--- config.mk ---
export PLATFORM = sky130hd
export DESIGN_NAME = bmf_div
export DESIGN_NICKNAME = d
export VERILOG_FILES = /design/src/rtl/core/bmf_pkg.sv /design/src/rtl/core/bmf_div.sv
export SDC_FILE = /design/constraint.sdc
export NUM_CORES = 1
export LEC_CHECK = 0
export BUFFER_PORTS_ARGS = -buffer_cell sky130_fd_sc_hd__buf_2
export CAP_MARGIN = 10
export CORE_ASPECT_RATIO = 1.25
export CORE_MARGIN = 5
export CORE_UTILIZATION = 30
export CTS_CLUSTER_DIAMETER = 30
export CTS_CLUSTER_SIZE = 24
export DETAILED_ROUTE_END_ITERATION = 8
export GPL_ROUTABILITY_DRIVEN = 0
export HOLD_SLACK_MARGIN = 0.06
export SLEW_MARGIN = 15
export SYNTH_ARGS = -nofsm -noshare
export SYNTH_HDL_FRONTEND = slang
export SYNTH_SLANG_ARGS = --single-unit
--- constraint.sdc ---
create_clock -name clk -period 3.9 [get_ports clk]
set_clock_uncertainty 0.05 [all_clocks]
set_input_delay 0.585 -clock clk [delete_from_list [all_inputs] [get_ports clk]]
set_output_delay 0.585 -clock clk [all_outputs]
set_load 0.05 [all_outputs]
--- src/rtl/core/bmf_pkg.sv ---
// Shared types, constants and codes for the box mean filter.
`default_nettype none
package bmf_pkg;

    // Sample and configuration widths.
    localparam int DATA_W    = 16;
    localparam int CFG_W     = 11;
    localparam int CFG_IDX_W = 1;
    localparam int K_W       = 5;
    localparam int ROW_CNT_W = 10;

    // Default sizes of the line store.
    localparam int MAX_WIDTH_DEF  = 1024;
    localparam int MAX_WINDOW_DEF = 21;

    // Configuration register indexes.
    localparam logic [CFG_IDX_W-1:0] REG_IMAGE_WIDTH = 1'd0;
    localparam logic [CFG_IDX_W-1:0] REG_WINDOW_SIZE = 1'd1;

    // Configuration reset values.
    localparam logic [CFG_W-1:0] IMAGE_WIDTH_RST = 11'd512;
    localparam logic [K_W-1:0]   WINDOW_SIZE_RST = 5'd3;

    // Saturation value of the row counter.
    localparam logic [ROW_CNT_W-1:0] ROW_CNT_MAX = '1;

    // One input request.
    typedef struct packed {
        logic [DATA_W-1:0] height;
        logic              frame_start;
    } in_item_t;

    // One result request.
    typedef struct packed {
        logic [DATA_W-1:0] smoothed;
        logic              row_last;
    } out_item_t;

    // Sequencer states.
    typedef enum logic [2:0] {
        S_IDLE,
        S_RD,
        S_START,
        S_DIV,
        S_FIN,
        S_EMIT,
        S_OUT,
        S_WRITE
    } state_t;

endpackage
`default_nettype wire

--- src/rtl/core/bmf_div.sv ---
// Restoring divider that produces one quotient bit per cycle.
`default_nettype none
module bmf_div
    import bmf_pkg::*;
#(
    parameter int VW = 9
) (
    input  wire logic              clk,
    input  wire logic              rst_n,
    input  wire logic              start,
    input  wire logic [DATA_W-1:0] dividend,
    input  wire logic [VW-1:0]     divisor,
    output logic                   done,
    output logic      [DATA_W-1:0] quotient
);

    localparam int CW = $clog2(DATA_W);

    logic              busy_reg;
    logic              done_reg;
    logic [CW-1:0]     cnt_reg;
    logic [DATA_W-1:0] dq_reg;
    logic [VW-1:0]     rem_reg;
    logic [VW-1:0]     dvs_reg;
    logic [VW:0]       rem_sh;
    logic              fits;

    // One trial subtraction.
    always_comb
    begin
        rem_sh = {rem_reg, dq_reg[DATA_W-1]};
        fits   = rem_sh >= {1'b0, dvs_reg};
    end

    // Control of the iteration.
    always_ff @(posedge clk or negedge rst_n)
    begin
        if (!rst_n)
        begin
            busy_reg <= 1'b0;
            done_reg <= 1'b0;
            cnt_reg  <= '0;
        end
        else
        begin
            done_reg <= 1'b0;
            if (start)
            begin
                busy_reg <= 1'b1;
                cnt_reg  <= '0;
            end
            else if (busy_reg)
            begin
                cnt_reg <= cnt_reg + 1'b1;
                if (cnt_reg == CW'(DATA_W - 1))
                begin
                    busy_reg <= 1'b0;
                    done_reg <= 1'b1;
                end
            end
        end
    end

    // Remainder and quotient shift.
    always_ff @(posedge clk)
    begin
        if (start)
        begin
            dq_reg  <= dividend;
            rem_reg <= '0;
            dvs_reg <= divisor;
        end
        else if (busy_reg)
        begin
            dq_reg  <= {dq_reg[DATA_W-2:0], fits};
            rem_reg <= fits ? VW'(rem_sh - {1'b0, dvs_reg}) : VW'(rem_sh);
        end
    end

    assign done     = done_reg;
    assign quotient = dq_reg;

endmodule
`default_nettype wire

==> impl_metrics.py <==
metrics = {
    "sta": {
        "slew_violations": 0,
        "setup-tns-final_ps": 0,
        "period_minus_slack_ps": 2550,
        "fmax_mhz": 393,
        "finalHoldViolations": 0,
        "worst-slew-pin-transition_ps": 764,
        "finalCritPeriodShare_pct": 65.3,
        "finalWorstSetupSlack_ps": 1350,
        "setup_viol": 0,
        "slew_headroom_pct": 49.1,
        "grt_setup_unrepaired": "no",
    },
    "synthesis": {
        "synth-seq-cells": 40,
        "syn-num-nets": 214,
        "yosysSeqAreaShare_pct": 51.6,
        "yosys_warnings": 0,
        "synthCells": 175,
        "synth-edff-count": 25,
        "ys_types": 41,
        "ys_async_sr_fraction_pct": 15.0,
        "synth_flop_cell": "edfxtp_1",
        "syn_area_um2": 2090,
        "synth_area_per_cell_um2": 12.0,
    },
    "power_and_ir_drop": {
        "pwr-share-comb_pct": 34.3,
        "clock_power_share_pct": 25.1,
        "p_per_area_nw_per_um2": 534,
        "p_sw_uw": 465,
        "pwr-share-seq_pct": 40.6,
        "switching_share_pct": 34.5,
        "internal-power_uw": 884,
        "peakVddDrop_v": 0.000259,
        "p_leak_nw": 1.07,
    },
    "drt": {
        "postRouteAntennaNets": 0,
        "drt_iter0_drc": 67,
        "drt_first_pass_iters": 4,
        "vias": 1469,
        "drc_errors": 0,
        "routedWlPerCell_um": 13.5,
        "vias_per_cell": 4.71,
        "routed_wl_um": 4200,
    },
    "global_route": {
        "grt_pass1_wl_um": 7000,
        "grt_usage_pct": 10.0,
        "grt-ovfl-total": 0,
        "antenna_found_initial": 0,
        "grt_max_degree": 27,
        "grt_pass1_vias": 1512,
    },
    "final_layout": {
        "area_growth_pct": 20.7,
        "final_nets": 260,
        "fillers": 720,
        "largest_reg_flops": 16,
        "drive_gt1_share_pct": 33.3,
        "multiInputGateArea_um2": 932,
        "regArea_um2": 1080,
        "antennaDiodeCount": 0,
        "final_area_um2": 2530,
    },
    "run": {
        "maxCapViolCount": 0,
    },
    "die": {
        "io_pins": 45,
        "rows": 34,
        "die-area_um2": 8760,
        "dieWidth_um": 84.7,
        "die_h_um": 103,
        "fp.coreArea_um2": 6890,
        "initial_core_util_pct": 30.4,
    },
    "clocking": {
        "cts_max_level": 2,
        "cts_tree": "built",
        "clk_pin_slew_ps": 80,
        "clk_path_buf_depth": 2,
        "cts.sink_count": 40,
        "cts_buffers": 5,
        "clk_latency_ps": 290,
        "cts_root_buf": "clkbuf_8",
    },
    "critical_path": {
        "worst-setup-path-type": "reg2reg",
        "crit_path_start_kind": "flip-flop",
        "cp.required_ps": 3900,
        "cp_max_fo": 9,
        "cp-end-kind": "flip-flop",
        "cp_data_arrival_time_ps": 2540,
    },
    "placement": {
        "placed_area_um2": 2410,
        "pre_cts_slack_ps": 1370,
        "dp_hpwl_um": 3130,
        "place.port_buffers": 44,
    },
    "worst_hold_path": {
        "hold_class": "in2reg",
    },
    "status": {
        "status": "completed",
    },
}
[critical path, stage by stage (launching register included)]
cell and delay, ps:
edfxtp_1 400, inv_1 70, ha_1 150, inv_1 50, fa_1 400, a211oi_1 350
o21a_1 330, o211ai_4 180, mux2_2 320
[cell usage after synthesis, types with 2 or more instances]
cell type / number / area, µm²
ha_1: 10 / 125
a21oi_1: 7 / 35.0
nand3_1: 4 / 20.0
nand2_1: 10 / 37.5
inv_1: 14 / 52.6
nand2b_1: 3 / 18.8
nor2_1: 14 / 52.6
mux2i_1: 6 / 60.1
o211ai_1: 4 / 30.0
mux2_2: 16 / 180
dfrtp_1: 6 / 150
clkbuf_1: 5 / 18.8
xnor2_1: 3 / 26.3
a211oi_1: 5 / 37.5
o211a_1: 2 / 20.0
dfxtp_1: 9 / 180
xor2_1: 4 / 35.0
a311oi_1: 4 / 35.0
edfxtp_1: 25 / 751
a21o_1: 3 / 22.5
[power by group through the flow]
stage	registers, mW	clock network (mW)	logic, mW
detailed placement	0.557	0	0.464
global route	0.556	0.363	0.509
global placement	0.557	0	0.462
floorplan	0.622	0	0.295
finish	0.548	0.339	0.463
CTS	0.549	0.350	0.467
[worst paths after layout]
check,from,endpoint,slack (ps),depth (start not counted)
max,quotient[15]$_DFFE_PP_,quotient[0]$_DFFE_PP_,1350,8
min,divisor[6],dvs_reg[6]$_DFFE_PP_,410,1
max reg2reg,quotient[15]$_DFFE_PP_,quotient[0]$_DFFE_PP_,1350,8
min reg2reg,rem_reg[2]$_SDFFE_PP0P_,rem_reg[2]$_SDFFE_PP0P_,440,2
max in group asynchronous,rst_n,busy_reg$_DFF_PN0_,3060,2
min in group asynchronous,rst_n,cnt_reg[2]$_DFFE_PN0P_,590,2
[metal layers]
layer  wire length [µm]  part of all wire [%]  vias up  track usage [%]
li1                   -                     -      736                -
met1               1840                    44      689             12.0
met2               2050                    49       39             17.4
met3                243                   5.8        5             2.54
met4                 71                   1.7        0             4.02
met5                  0                     0        -                0
[cells by family (layout without fill, tap and decap cells)]
group	count (synthesis)	in the layout	share of synthesized area [%]
AO/OA/AOI/OAI	32	32	12.2
multiplexers	22	22	11.5
adder cells (fa/ha/maj)	11	11	6.93
XOR/XNOR	7	7	2.93
buffers and inverters	21	68	3.83
flip-flops	40	40	51.6
AND/OR/NAND/NOR	42	42	11.0
[layout make-up]
cell class	instances	share of cell area, %
Tap cell	90	4.46
Clock inverter	3	1.68
Inverter	14	2.08
Clock buffer	5	2.72
Multi-Input combinational cell	114	36.9
Sequential cell	40	42.8
Timing Repair Buffer	46	9.41
[what timing repair did]
item | 4_1_cts | 5_1_grt
endpoints found under the hold margin | 6 | 0
buffers inserted | 0 | 0
setup endpoints to repair | 0 | 0
resized for setup | 0 | 0
hold buffers | 1 | 0
[cell usage in the layout, fill, tap and decap left out, drive strengths merged, types with 5 or more instances in the layout]
cell type and n:
dfxtp 9, a211oi 6, ha 10, buf 45, mux2i 6, mux2 16
a21oi 7, nor2 14, o211ai 5, dfrtp 6, clkbuf 5, inv 14
edfxtp 25, nand2 10
[metrics by stage]
step | total power [mW] | hold WS [ps] | util, % | cells
CTS | 1.37 | 405 | 36.7 | 312
floorplan | 0.917 | 239 | - | 175
finish | 1.35 | 414 | 36.7 | 312
global placement | 1.02 | 367 | 34.9 | 303
detailed placement | 1.02 | 368 | 34.9 | 303
global route | 1.43 | 405 | 36.7 | 312
No activity file was read; power rests on OpenSTA's default activity.
